<file path="config.mk">
export PLATFORM = sky130hd
export DESIGN_NAME = sorted_expiry_queue
export DESIGN_NICKNAME = d
export VERILOG_FILES = /design/src/hw/rtl/seq_pkg.sv /design/src/hw/rtl/seq_ram.sv /design/src/hw/rtl/seq_ctrl.sv /design/src/hw/rtl/seq_dp.sv /design/src/hw/rtl/sorted_expiry_queue.sv
export SDC_FILE = /design/constraint.sdc
export NUM_CORES = 2
export LEC_CHECK = 0
export BUFFER_PORTS_ARGS = -buffer_cell sky130_fd_sc_hd__buf_2
export CAP_MARGIN = 20
export CORE_UTILIZATION = 35
export CTS_CLUSTER_SIZE = 12
export DETAILED_ROUTE_END_ITERATION = 8
export PLACE_DENSITY = 0.56
export SLEW_MARGIN = 20
export SYNTH_ARGS = -nofsm -noshare
export SYNTH_HDL_FRONTEND = slang
export SYNTH_SLANG_ARGS = --single-unit
export TNS_END_PERCENT = 50
</file>
<file path="constraint.sdc">
create_clock -name clk -period 20.8 [get_ports clk]
set_input_delay 3.12 -clock clk [delete_from_list [all_inputs] [get_ports clk]]
set_output_delay 3.12 -clock clk [all_outputs]
set_load 0.02 [all_outputs]
</file>
<file path="src/hw/rtl/seq_pkg.sv">
// ----------------------------------------------------------------------------
// seq_pkg
// Shared types and constants for the sorted expiry queue: operation codes,
// controller states and the command and status bundles between control and data.
// ----------------------------------------------------------------------------
package seq_pkg;

	localparam int SEQ_DEPTH        = 16;
	localparam int SEQ_TIME_BITS    = 32;
	localparam int SEQ_PAYLOAD_BITS = 32;
	localparam int MODE_BITS        = 3;

	localparam logic [MODE_BITS-1:0] MODE_ORDERED = 3'd0;
	localparam logic [MODE_BITS-1:0] MODE_HEAD    = 3'd1;
	localparam logic [MODE_BITS-1:0] MODE_REMOVE  = 3'd2;
	localparam logic [MODE_BITS-1:0] MODE_VIEW    = 3'd3;
	localparam logic [MODE_BITS-1:0] MODE_CLEAR   = 3'd4;

	typedef enum logic [2:0] {
		ST_IDLE,
		ST_SCAN,
		ST_RIPPLE,
		ST_TAIL,
		ST_EMIT
	} seq_state_t;

	typedef struct packed {
		logic load;       // latch the new transaction
		logic load_head;  // insert goes to the head, no ordering
		logic load_tail;  // first read targets the tail entry
		logic scan;
		logic ripple;
		logic tail;
		logic pop;
		logic clear;
		logic reject;
		logic emit;
	} seq_cmd_t;

	typedef struct packed {
		logic empty;
		logic full;
		logic found;
		logic at_end;
		logic last_move;
	} seq_sts_t;

endpackage

</file>
<file path="src/hw/rtl/seq_ram.sv">
// ----------------------------------------------------------------------------
// seq_ram
// Generic single-write, single-read RAM with a registered read port.
// ----------------------------------------------------------------------------
module seq_ram #(
	parameter int WIDTH = 64,
	parameter int DEPTH = 16
) (
	input  logic                     clk,
	input  logic                     wr_en,
	input  logic [$clog2(DEPTH)-1:0] wr_addr,
	input  logic [WIDTH-1:0]         wr_data,
	input  logic [$clog2(DEPTH)-1:0] rd_addr,
	output logic [WIDTH-1:0]         rd_data
);

	logic [WIDTH-1:0] mem_q [DEPTH];

	always_ff @(posedge clk) begin
		if (wr_en) begin
			mem_q[wr_addr] <= wr_data;
		end
		rd_data <= mem_q[rd_addr];
	end

endmodule

</file>
<file path="src/hw/rtl/seq_ctrl.sv">
// ----------------------------------------------------------------------------
// seq_ctrl
// Controller for the sorted expiry queue: decodes the mode of each transaction,
// steps the datapath through scan, ripple or tail read, and owns the output valid.
// ----------------------------------------------------------------------------
module seq_ctrl
	import seq_pkg::*;
(
	input  logic                 clk,
	input  logic                 arst_n,
	input  logic                 in_valid,
	input  logic [MODE_BITS-1:0] mode,
	output logic                 in_ready,
	input  logic                 out_ready,
	output logic                 out_valid,
	input  seq_sts_t             sts,
	output seq_cmd_t             cmd
);

	seq_state_t state_q, state_d;
	logic       pop_q;
	logic       out_valid_q;
	logic       is_insert;
	logic       is_tail_op;

	assign is_insert  = (mode == MODE_ORDERED) || (mode == MODE_HEAD);
	assign is_tail_op = (mode == MODE_REMOVE) || (mode == MODE_VIEW);

	always_ff @(posedge clk or negedge arst_n) begin
		if (!arst_n) begin
			state_q     <= ST_IDLE;
			pop_q       <= 1'b0;
			out_valid_q <= 1'b0;
		end else begin
			state_q <= state_d;
			if (cmd.load) begin
				pop_q <= (mode == MODE_REMOVE);
			end
			if (cmd.emit) begin
				out_valid_q <= 1'b1;
			end else if (out_ready) begin
				out_valid_q <= 1'b0;
			end
		end
	end

	always_comb begin
		state_d  = state_q;
		cmd      = '0;
		in_ready = 1'b0;
		unique case (state_q)
			ST_IDLE: begin
				in_ready = 1'b1;
				if (in_valid) begin
					cmd.load      = 1'b1;
					cmd.load_head = (mode == MODE_HEAD);
					cmd.load_tail = is_tail_op;
					priority if (is_insert) begin
						if (sts.full) begin
							cmd.reject = 1'b1;
							state_d    = ST_EMIT;
						end else begin
							state_d = ST_SCAN;
						end
					end else if (is_tail_op) begin
						if (sts.empty) begin
							cmd.reject = 1'b1;
							state_d    = ST_EMIT;
						end else begin
							state_d = ST_TAIL;
						end
					end else if (mode == MODE_CLEAR) begin
						cmd.clear = 1'b1;
						state_d   = ST_EMIT;
					end else begin
						cmd.reject = 1'b1;
						state_d    = ST_EMIT;
					end
				end
			end
			ST_SCAN: begin
				cmd.scan = 1'b1;
				if (sts.found) begin
					state_d = sts.at_end ? ST_EMIT : ST_RIPPLE;
				end
			end
			ST_RIPPLE: begin
				cmd.ripple = 1'b1;
				if (sts.last_move) begin
					state_d = ST_EMIT;
				end
			end
			ST_TAIL: begin
				cmd.tail = 1'b1;
				cmd.pop  = pop_q;
				state_d  = ST_EMIT;
			end
			ST_EMIT: begin
				// wait until the output register is free
				if (!out_valid_q || out_ready) begin
					cmd.emit = 1'b1;
					state_d  = ST_IDLE;
				end
			end
			default: begin
				state_d = ST_IDLE;
			end
		endcase
	end

	assign out_valid = out_valid_q;

endmodule

</file>
<file path="src/hw/rtl/seq_dp.sv">
// ----------------------------------------------------------------------------
// seq_dp
// Datapath of the sorted expiry queue: entry RAM, scan index, carry register for
// the ripple shift toward the tail, occupancy count and the result registers.
// ----------------------------------------------------------------------------
module seq_dp
	import seq_pkg::*;
#(
	parameter int DEPTH        = SEQ_DEPTH,
	parameter int TIME_BITS    = SEQ_TIME_BITS,
	parameter int PAYLOAD_BITS = SEQ_PAYLOAD_BITS,
	localparam int CW          = $clog2(DEPTH + 1)
) (
	input  logic                    clk,
	input  logic                    arst_n,
	input  seq_cmd_t                cmd,
	output seq_sts_t                sts,
	input  logic [TIME_BITS-1:0]    expiry_time,
	input  logic [PAYLOAD_BITS-1:0] entry_payload,
	output logic                    ok,
	output logic [TIME_BITS-1:0]    tail_time,
	output logic [PAYLOAD_BITS-1:0] tail_payload,
	output logic [CW-1:0]           count
);

	localparam int AW = $clog2(DEPTH);
	localparam int EW = TIME_BITS + PAYLOAD_BITS;

	logic [CW-1:0]           occ_q;
	logic [CW-1:0]           idx_q;
	logic [TIME_BITS-1:0]    time_q;
	logic [PAYLOAD_BITS-1:0] payload_q;
	logic                    head_q;
	logic [EW-1:0]           carry_q;
	logic                    pend_ok_q;
	logic [TIME_BITS-1:0]    pend_time_q;
	logic [PAYLOAD_BITS-1:0] pend_payload_q;
	logic                    res_ok_q;
	logic [TIME_BITS-1:0]    res_time_q;
	logic [PAYLOAD_BITS-1:0] res_payload_q;
	logic [CW-1:0]           res_count_q;

	logic                    wr_en;
	logic [AW-1:0]           wr_addr;
	logic [EW-1:0]           wr_data;
	logic [AW-1:0]           rd_addr;
	logic [EW-1:0]           rd_data;
	logic [TIME_BITS-1:0]    rd_time;
	logic [PAYLOAD_BITS-1:0] rd_payload;
	logic [CW-1:0]           idx_inc;
	logic [CW-1:0]           idx_inc2;
	logic [CW-1:0]           occ_dec;

	assign rd_time    = rd_data[PAYLOAD_BITS +: TIME_BITS];
	assign rd_payload = rd_data[PAYLOAD_BITS-1:0];
	assign idx_inc    = idx_q + CW'(1);
	assign idx_inc2   = idx_q + CW'(2);
	assign occ_dec    = occ_q - CW'(1);

	assign sts.empty     = (occ_q == '0);
	assign sts.full      = (occ_q == CW'(DEPTH));
	assign sts.at_end    = (idx_q == occ_q);
	// found on a head insert, at the end of the list, or when slot idx_q is the first one whose time is below the new one
	assign sts.found     = head_q || sts.at_end || (rd_time < time_q);
	assign sts.last_move = (idx_inc == occ_q);

	// scan reads one slot ahead; ripple reads two ahead of the carry position
	always_comb begin
		priority if (cmd.load) begin
			rd_addr = cmd.load_tail ? occ_dec[AW-1:0] : '0;
		end else if (cmd.ripple) begin
			rd_addr = idx_inc2[AW-1:0];
		end else begin
			rd_addr = idx_inc[AW-1:0];
		end
	end

	assign wr_en   = (cmd.scan && sts.found) || cmd.ripple;
	assign wr_addr = cmd.ripple ? idx_inc[AW-1:0] : idx_q[AW-1:0];
	assign wr_data = cmd.ripple ? carry_q : {time_q, payload_q};

	seq_ram #(
		.WIDTH (EW),
		.DEPTH (DEPTH)
	) u_ram (
		.clk     (clk),
		.wr_en   (wr_en),
		.wr_addr (wr_addr),
		.wr_data (wr_data),
		.rd_addr (rd_addr),
		.rd_data (rd_data)
	);

	always_ff @(posedge clk or negedge arst_n) begin
		if (!arst_n) begin
			occ_q <= '0;
		end else begin
			if (cmd.clear) begin
				occ_q <= '0;
			end else if ((cmd.scan && sts.found && sts.at_end) ||
			             (cmd.ripple && sts.last_move)) begin
				occ_q <= occ_q + CW'(1);
			end else if (cmd.tail && cmd.pop) begin
				occ_q <= occ_dec;
			end
		end
	end

	always_ff @(posedge clk) begin
		if (cmd.load) begin
			time_q    <= expiry_time;
			payload_q <= entry_payload;
			head_q    <= cmd.load_head;
			idx_q     <= '0;
		end
		if (cmd.scan) begin
			if (!sts.found) begin
				idx_q <= idx_inc;
			end else begin
				carry_q <= rd_data;
			end
		end
		if (cmd.ripple) begin
			carry_q <= rd_data;
			idx_q   <= idx_inc;
		end
		if ((cmd.scan && sts.found && sts.at_end) || (cmd.ripple && sts.last_move) ||
		    cmd.clear) begin
			pend_ok_q      <= 1'b1;
			pend_time_q    <= '0;
			pend_payload_q <= '0;
		end else if (cmd.tail) begin
			pend_ok_q      <= 1'b1;
			pend_time_q    <= rd_time;
			pend_payload_q <= rd_payload;
		end else if (cmd.reject) begin
			pend_ok_q      <= 1'b0;
			pend_time_q    <= '0;
			pend_payload_q <= '0;
		end
		if (cmd.emit) begin
			res_ok_q      <= pend_ok_q;
			res_time_q    <= pend_time_q;
			res_payload_q <= pend_payload_q;
			res_count_q   <= occ_q;
		end
	end

	assign ok           = res_ok_q;
	assign tail_time    = res_time_q;
	assign tail_payload = res_payload_q;
	assign count        = res_count_q;

	a_occ_bound: assert property (@(posedge clk) disable iff (!arst_n)
		occ_q <= CW'(DEPTH))
		else $error("occupancy above depth");

	a_scan_range: assert property (@(posedge clk) disable iff (!arst_n)
		cmd.scan |-> (idx_q <= occ_q) && !sts.full)
		else $error("scan index past occupancy or scan on a full queue");

	a_ripple_range: assert property (@(posedge clk) disable iff (!arst_n)
		cmd.ripple |-> idx_inc <= occ_q)
		else $error("ripple write past occupancy");

	a_clear: assert property (@(posedge clk) disable iff (!arst_n)
		cmd.clear |=> occ_q == '0)
		else $error("clear did not empty the queue");

endmodule

</file>
<file path="src/hw/rtl/sorted_expiry_queue.sv">
// ----------------------------------------------------------------------------
// sorted_expiry_queue
// Bounded queue of expiry time and payload entries, ordered largest time first.
// ----------------------------------------------------------------------------
// One transaction is worked at a time. The entry RAM has one read and one write
// port, so the scan for the insert point of an ordered or head insert and the
// ripple of later entries toward the tail move one slot per cycle. Remove and view
// read the tail entry from the registered RAM port. Clear, rejects and unknown
// modes go straight from accept to the result stage. The next transaction is taken
// while a finished result still waits in the output register. Modes: 0 ordered
// insert (after all entries with an equal or larger time), 1 head insert, 2 remove
// tail, 3 view tail, 4 clear.
module sorted_expiry_queue
	import seq_pkg::*;
#(
	parameter int DEPTH        = SEQ_DEPTH,
	parameter int TIME_BITS    = SEQ_TIME_BITS,
	parameter int PAYLOAD_BITS = SEQ_PAYLOAD_BITS,
	localparam int CW          = $clog2(DEPTH + 1),
	localparam int IN_W        = MODE_BITS + TIME_BITS + PAYLOAD_BITS,
	localparam int IN_TW       = ((IN_W + 7) / 8) * 8,
	localparam int OUT_W       = 1 + TIME_BITS + PAYLOAD_BITS + CW,
	localparam int OUT_TW      = ((OUT_W + 7) / 8) * 8
) (
	input  logic              clk,
	input  logic              arst_n,
	input  logic              s_axis_tvalid,
	output logic              s_axis_tready,
	input  logic [IN_TW-1:0]  s_axis_tdata,   // mode, expiry_time, entry_payload
	output logic              m_axis_tvalid,
	input  logic              m_axis_tready,
	output logic [OUT_TW-1:0] m_axis_tdata    // ok, tail_time, tail_payload, count
);

	seq_cmd_t                cmd;
	seq_sts_t                sts;
	logic [MODE_BITS-1:0]    mode;
	logic [TIME_BITS-1:0]    expiry_time;
	logic [PAYLOAD_BITS-1:0] entry_payload;
	logic                    ok;
	logic [TIME_BITS-1:0]    tail_time;
	logic [PAYLOAD_BITS-1:0] tail_payload;
	logic [CW-1:0]           count;

	assign mode          = s_axis_tdata[MODE_BITS-1:0];
	assign expiry_time   = s_axis_tdata[MODE_BITS +: TIME_BITS];
	assign entry_payload = s_axis_tdata[MODE_BITS+TIME_BITS +: PAYLOAD_BITS];

	seq_ctrl u_ctrl (
		.clk       (clk),
		.arst_n    (arst_n),
		.in_valid  (s_axis_tvalid),
		.mode      (mode),
		.in_ready  (s_axis_tready),
		.out_ready (m_axis_tready),
		.out_valid (m_axis_tvalid),
		.sts       (sts),
		.cmd       (cmd)
	);

	seq_dp #(
		.DEPTH        (DEPTH),
		.TIME_BITS    (TIME_BITS),
		.PAYLOAD_BITS (PAYLOAD_BITS)
	) u_dp (
		.clk           (clk),
		.arst_n        (arst_n),
		.cmd           (cmd),
		.sts           (sts),
		.expiry_time   (expiry_time),
		.entry_payload (entry_payload),
		.ok            (ok),
		.tail_time     (tail_time),
		.tail_payload  (tail_payload),
		.count         (count)
	);

	assign m_axis_tdata = OUT_TW'({count, tail_payload, tail_time, ok});

endmodule

</file>
After elaboration in Yosys (flattened, before gate mapping)
Memory sizes are Yosys's and may differ from the RTL's. A register that Yosys moved wholly into a read port is not among the register bits.
Index checks and enable logic that the tools add are counted.
{ "totals": {"ramBits": 1024, "register_bits": 279, "out_inout_bits": 74, "in_bits": 76, "memories": 1} }
{ "classes": {"n_lt_le_gt_ge": 1, "eq_ne": 15, "muxes": 50, "addsub": 4, "n_reduce_logical": 25} }
{ "mem_list": {"columns": ["name", "words", "width", "read_ports", "rd_ports_with_merged_regs", "wr", "line_no", "rtl"], "rows": [
  ["u_dp.u_ram.mem_q", 16, 64, 1, 1, 1, "seq_ram.sv:17", "logic [WIDTH-1:0] mem_q [DEPTH];"]
]} }
{ "ops": {"columns": ["operator", "n"], "rows": [
  ["2-to-1 mux 64 bit", 4],
  ["2-to-1 mux 32 bit", 3],
  ["2-to-1 mux 5 bit", 7],
  ["2-to-1 mux 3 bit", 11],
  ["< comparator 32 bit", 1],
  ["2-to-1 mux 1 bit", 17],
  ["2-to-1 mux 4 bit", 4],
  ["case mux 3 bit (5 select lines)", 1],
  ["equality test 3 x 2 -> 1 bit (second input constant)", 4],
  ["adder 5 x 1 -> 5 bit (second input constant)", 2],
  ["equality test 5 bit", 2],
  ["logical OR 1 bit", 8],
  ["nonzero test 2 bit", 4],
  ["equality test 3 x 1 -> 1 bit (second input constant)", 2],
  ["equality test 3 bit (second input constant)", 2],
  ["zero test 3 bit", 2],
  ["2-to-1 mux 2 bit", 3],
  ["!= test 2 x 1 -> 1 bit (second input constant)", 3],
  ["equality test 5 bit (second input constant)", 1],
  ["zero test 5 bit", 1],
  ["subtractor 5 x 1 -> 5 bit (second input constant)", 1],
  ["adder 4 x 2 -> 4 bit (second input constant)", 1],
  ["logical AND 1 bit", 4],
  ["AND reduction 2 bit", 2],
  ["other kinds (5)", 5]
]} }

Logic depth before layout (Yosys ltp)
{ "depth": {"word_depth": 8, "mapped_depth": 12, "depth_no_buf": 9} }

By module
A second synthesis with hierarchy kept.
{ "unflattened": {"hier_cells": 2526, "area_unflattened_um2": 51157.8} }
{ "modules_own_cells": {"columns": ["module", "area_per_inst_um2", "n_inst", "seq_area_each_um2", "cells_each"], "rows": [
  ["seq_ram", 39583.0, 1, 32030.7, 1647],
  ["seq_dp", 11128.2, 1, 7502.2, 827],
  ["seq_ctrl", 420.4, 1, 125.1, 48],
  ["sorted_expiry_queue", 26.3, 1, 0.0, 4]
]} }

Worst setup path after synthesis
No wires, ideal clock.
{ "synth_timing": {"path_kind": "register -> register", "startpoint": "reg u_dp.time_q[23]", "endpoint": "mem u_dp.u_ram.mem_q[2][0] (enable)", "arrival_ns": 8.211, "path_stages_with_launch": 10, "setup_slack_ns": 12.103, "setup_time_ns": 0.487, "period_less_slack_ns": 8.697, "n_path_buf": 0, "path_cell_list": "edfxtp_1 > inv_1 > ha_1 > a41oi_1 > o21ai_0 > a221oi_1 > nand4b_1 > o21bai_1 > o21ai_0 > nor2_1"} }
{ "synth_between": {"elab_chain_cells": 6} }
{ "synth_lines": {"columns": ["element", "line_no", "rtl"], "rows": [
  ["start: declaration", "seq_dp.sv:31", "logic [TIME_BITS-1:0] time_q;"],
  ["start signal: assignment", "seq_dp.sv:111", "time_q <= expiry_time;"],
  ["< comparator 32 bit", "seq_dp.sv:64", "assign sts.found = head_q || sts.at_end || (rd_time < time_q);"],
  ["logical OR 1 bit", "seq_dp.sv:64", null],
  ["logical AND 1 bit", "seq_dp.sv:78", "assign wr_en = (cmd.scan && sts.found) || cmd.ripple;"],
  ["logical OR 1 bit", "seq_dp.sv:78", null],
  ["2-to-1 mux 1 bit", "seq_ram.sv:20", "if (wr_en) begin"],
  ["2-to-1 mux 1 bit (implied by the code)", "seq_ram.sv:21", "mem_q[wr_addr] <= wr_data;"],
  ["end: declaration", "seq_ram.sv:17", null]
]} }
Every way passes these cells.

Final worst setup path
{ "layout_timing": {"startpoint": "in s_axis_tvalid", "endpoint": "reg u_dp.u_ram.rd_data[59] (read register of u_dp.u_ram.mem_q)"} }
{ "layout_between": {"elab_chain_cells": 4} }
{ "layout_lines": {"columns": ["element", "line_no", "rtl"], "rows": [
  ["start: declaration", "sorted_expiry_queue.sv:27", "input logic s_axis_tvalid,"],
  ["2-to-1 mux 3 bit (*)", "seq_ctrl.sv:54", "if (in_valid) begin"],
  ["2-to-1 mux 3 bit (*)", "seq_ctrl.sv:51", "unique case (state_q)"],
  ["2-to-1 mux 4 bit", "seq_dp.sv:70", "rd_addr = cmd.load_tail ? occ_dec[AW-1:0] : '0;"],
  ["2-to-1 mux 4 bit (*)", "seq_dp.sv:69", "priority if (cmd.load) begin"],
  ["end: declaration", "seq_ram.sv:14", "output logic [WIDTH-1:0] rd_data"]
]} }
Every way passes the cells marked *; elsewhere a longest branch is shown, timed or not.
A chain may end at the register's enable or synchronous reset.

==> metrics.txt <==
Primary FF master, synth sky130_fd_sc_hd__edfxtp_1; overall die width approximately 390 um; number of buffers inserted by post-CTS setup repair 0; buffer and inverter count on the worst path 3; # rows 140; post-place instance area 54900 um^2; DP Wirelength 67000 um; Cell Count, Final, Fillers Out ~5700; nets approximately 3800; final wirelength 135000 um; proportion of synthesized flip-flops having asynchronous set or reset less than 1%; Static Leak 20.0 nW; port bufs around 140; number of levels in the clock H-tree 4; combinational family with the most area after synthesis simple AND/OR/NAND/NOR gates; mux contribution to synthesized area under 10%; Simple-Gate Fraction of Synth Area a little under a tenth; starting density of the core approximately 35%; largest net degree at the start of global routing between 200 and 250; average instance area after synthesis ~15 um^2; drt drc 0; post-synth top area share just over 70%; Worst Skew between 0.02 and 0.03 ns; class of the tightest hold or removal check flip-flop to flip-flop; Worst VDD drop between 0.15 and 0.2 mV; total CTS buffers ~140; Tot Pwr ~9.3 mW; first-pass iteration count of the detailed router 6; outcome complete, no violations; GRT Util Overall around 18%; Worst setup SP type primary input; number of vias in the routed layout about 30000; maximum number of buffers from clock root to sink 3; area share of fa/ha/maj cells after synthesis 0.844%; Clock Root Buffer sky130_fd_sc_hd__clkbuf_16; remaining global-route overflow 0; Clk Latency, worst-skew pair 0.77 ns; number of top-level design ports 150; number of synthesis warnings 0; placer's final routability congestion estimate ~0.73; P&R area growth vs syn 14.1%; post-route standard cell area excluding fillers slightly below 60000 um^2; hold-fix buffers at CTS 0; antenna violations before repair 2; total of fill cells in the finished design between 10000 and 15000; Final Cycle Share 33.8%; count of clock tree sinks about 1400; chain of cells forming the critical path buf_2 > or4b_1 > mux2_8 > buf_4 > buf_12 > a21oi_1 > a22oi_1 > nor2_1 > and4b_1; fraction of layout instances using a drive strength above 1 roughly an eighth; setup repair after global routing missed its margin false; core area around 150000 um^2; portion of the post-synthesis area used by sequential elements 76.4%; dominant delay contributor by cell family on the critical path buffers and inverters; biggest fanout along the worst timing path between 150 and 200; post-synthesis cell type count 73; setup violation total in the final timing report 0; Worst Path Class, Setup primary input to flip-flop; die height 387 um; sort of element at the end of the critical path flip-flop; number of max-slew violations in the final report 0; DRC marker count from the first detailed-route iteration around 2900; cell count after placement ~5500; number of global-route vias before repair approximately 29000; top cells by instance count after synthesis sky130_fd_sc_hd__edfxtp_1, sky130_fd_sc_hd__nand2_1, sky130_fd_sc_hd__a21oi_1; Clk pin slew, worst setup/hold paths ~0.07 ns; post-CTS sizing 0; number of nets still failing antenna checks after routing 0; share of the synthesized netlist area taken by xor and xnor gates less than 1%; fraction of the mapped netlist area in compound gates 8.06%; Post-Syn Area approximately 52000 um^2; shortest period the worst path allows between 7 and 8 ns; Power Dens Cells ~160 nW/um^2; critical path data arrival time just under 8 ns; post-layout util 40.4%; max-cap check violation count 0; largest area contributor in the synthesized netlist sky130_fd_sc_hd__edfxtp_1; final hold violations 0; CTS tree done; number of enable-type register cells in the synthesized netlist roughly 1200; total negative setup slack 0 ns; highest clock rate ~140 MHz; slowest stage cell on the critical path sky130_fd_sc_hd__mux2_8; Worst-Margin Slew about 1.2 ns; data required time of the critical path 21.49 ns; die area roughly 150000 um^2; CP peak stage delay about 0.95 ns; Synth Instances 3521; post-detailed-route via-to-cell ratio approximately 5.3; global-route wire length before repair about 200000 um; main area contributors after synthesis sky130_fd_sc_hd__edfxtp_1, sky130_fd_sc_hd__nand2_1, sky130_fd_sc_hd__dfxtp_1, sky130_fd_sc_hd__mux2i_1, sky130_fd_sc_hd__a32oi_1; most frequently used cell type in the post-synthesis netlist sky130_fd_sc_hd__edfxtp_1; flip-flop and latch count after synthesis approximately 1400; Worst slew margin between 20% and 30%; average detailed-routed wire length per instance approximately 24 um
per-stage QoR:
stage / setup WS, ns / hold slack, ns
2_1_floorplan: 12.10 / 0.408
3_3_place_gp: 12.97 / 0.414
3_5_place_dp: 13.00 / 0.415
4_1_cts: 13.83 / 0.414
5_1_grt: 13.51 / 0.434
6_report: 13.76 / 0.417
power breakdown:
part / switching, mW / internal, mW
logic: 2.05 / 0.876
clock network: 1.03 / 1.37
registers: 0.180 / 3.75
total: 3.26 / 6.00
cells in the final DEF, fill, tap and decap left out, drive strengths merged, types with 64 or more instances in the layout:
cell type / Yosys / routed
a21oi: 211 / 211
a31oi: 66 / 66
and2: 67 / 67
nor2: 96 / 96
edfxtp: 1223 / 1223
buf: 108 / 227
dfxtp: 134 / 134
clkbuf: 107 / 217
mux2i: 132 / 132
nand2: 743 / 743
a22oi: 64 / 64
a32oi: 130 / 130
nand3: 75 / 75
a211oi: 65 / 65
logic make-up after synthesis:
| kind of cell | count (synthesis) |
|---|---|
| and+or+nand+nor | 1096 |
| adders and majority gates | 35 |
| AOI/OAI and AO/OA | 619 |
| buffers and inverters | 258 |
| DFF | 1367 |
| muxes | 134 |
| xor gates and xnor gates | 11 |
| other | 1 |
state kept, by name (all words and copies together), names as in the netlist, 3 cells and up:
name,cells
u_dp.pend_time_q,32
u_dp.u_ram.mem_q,1024
u_dp.time_q,32
u_ctrl.state_q,3
u_dp.u_ram.rd_data,64
u_dp.tail_payload,32
u_dp.pend_payload_q,32
u_dp.payload_q,32
u_dp.carry_q,64
u_dp.occ_q,5
u_dp.idx_q,5
u_dp.tail_time,32
u_dp.count,5
path summary, 6_finish.rpt:
| check | start | to | slack, ns | depth (start not counted) |
|---|---|---|---|---|
| max | s_axis_tvalid | u_dp.u_ram.rd_data[59]$_DFF_P_ | 13.76 | 9 |
| min | u_dp.pend_ok_q$_SDFFE_PP1P_ | u_dp.ok$_DFFE_PP_ | 0.42 | 0 |
| max reg2reg | u_dp.time_q[30]$_DFFE_PP_ | u_dp.u_ram.mem_q[7][59]$_DFFE_PP_ | 14.62 | 11 |
| min reg2reg | u_dp.pend_ok_q$_SDFFE_PP1P_ | u_dp.ok$_DFFE_PP_ | 0.42 | 0 |
| max in group asynchronous | arst_n | u_ctrl.state_q[1]$_DFFE_PN0P_ | 18.37 | 1 |
| min in group asynchronous | arst_n | u_dp.occ_q[0]$_DFFE_PN0P_ | 2.21 | 1 |
routing by layer:
layer | share of wire [%] | wire (um) | global-route usage, %
met1 | 46 | 61400 | 25.3
met2 | 46 | 62500 | 28.0
met3 | 6.2 | 8300 | 2.97
met4 | 1.7 | 2340 | 4.55
met5 | 0.0059 | 8 | 0
layout make-up:
class / instances / area, um^2 / share of cell area (%)
diodes: 3 / 7.51 / 0.0127
clock buffers: 217 / 3980 / 6.71
clock inverters: 36 / 369 / 0.623
inverters: 43 / 164 / 0.277
multi-input cells: 1897 / 11300 / 19.0
flip-flops and latches: 1367 / 39700 / 67.0
well taps: 1917 / 2400 / 4.05
repair buffers: 227 / 1390 / 2.35
Note: power is estimated with default switching activity, not from simulation.
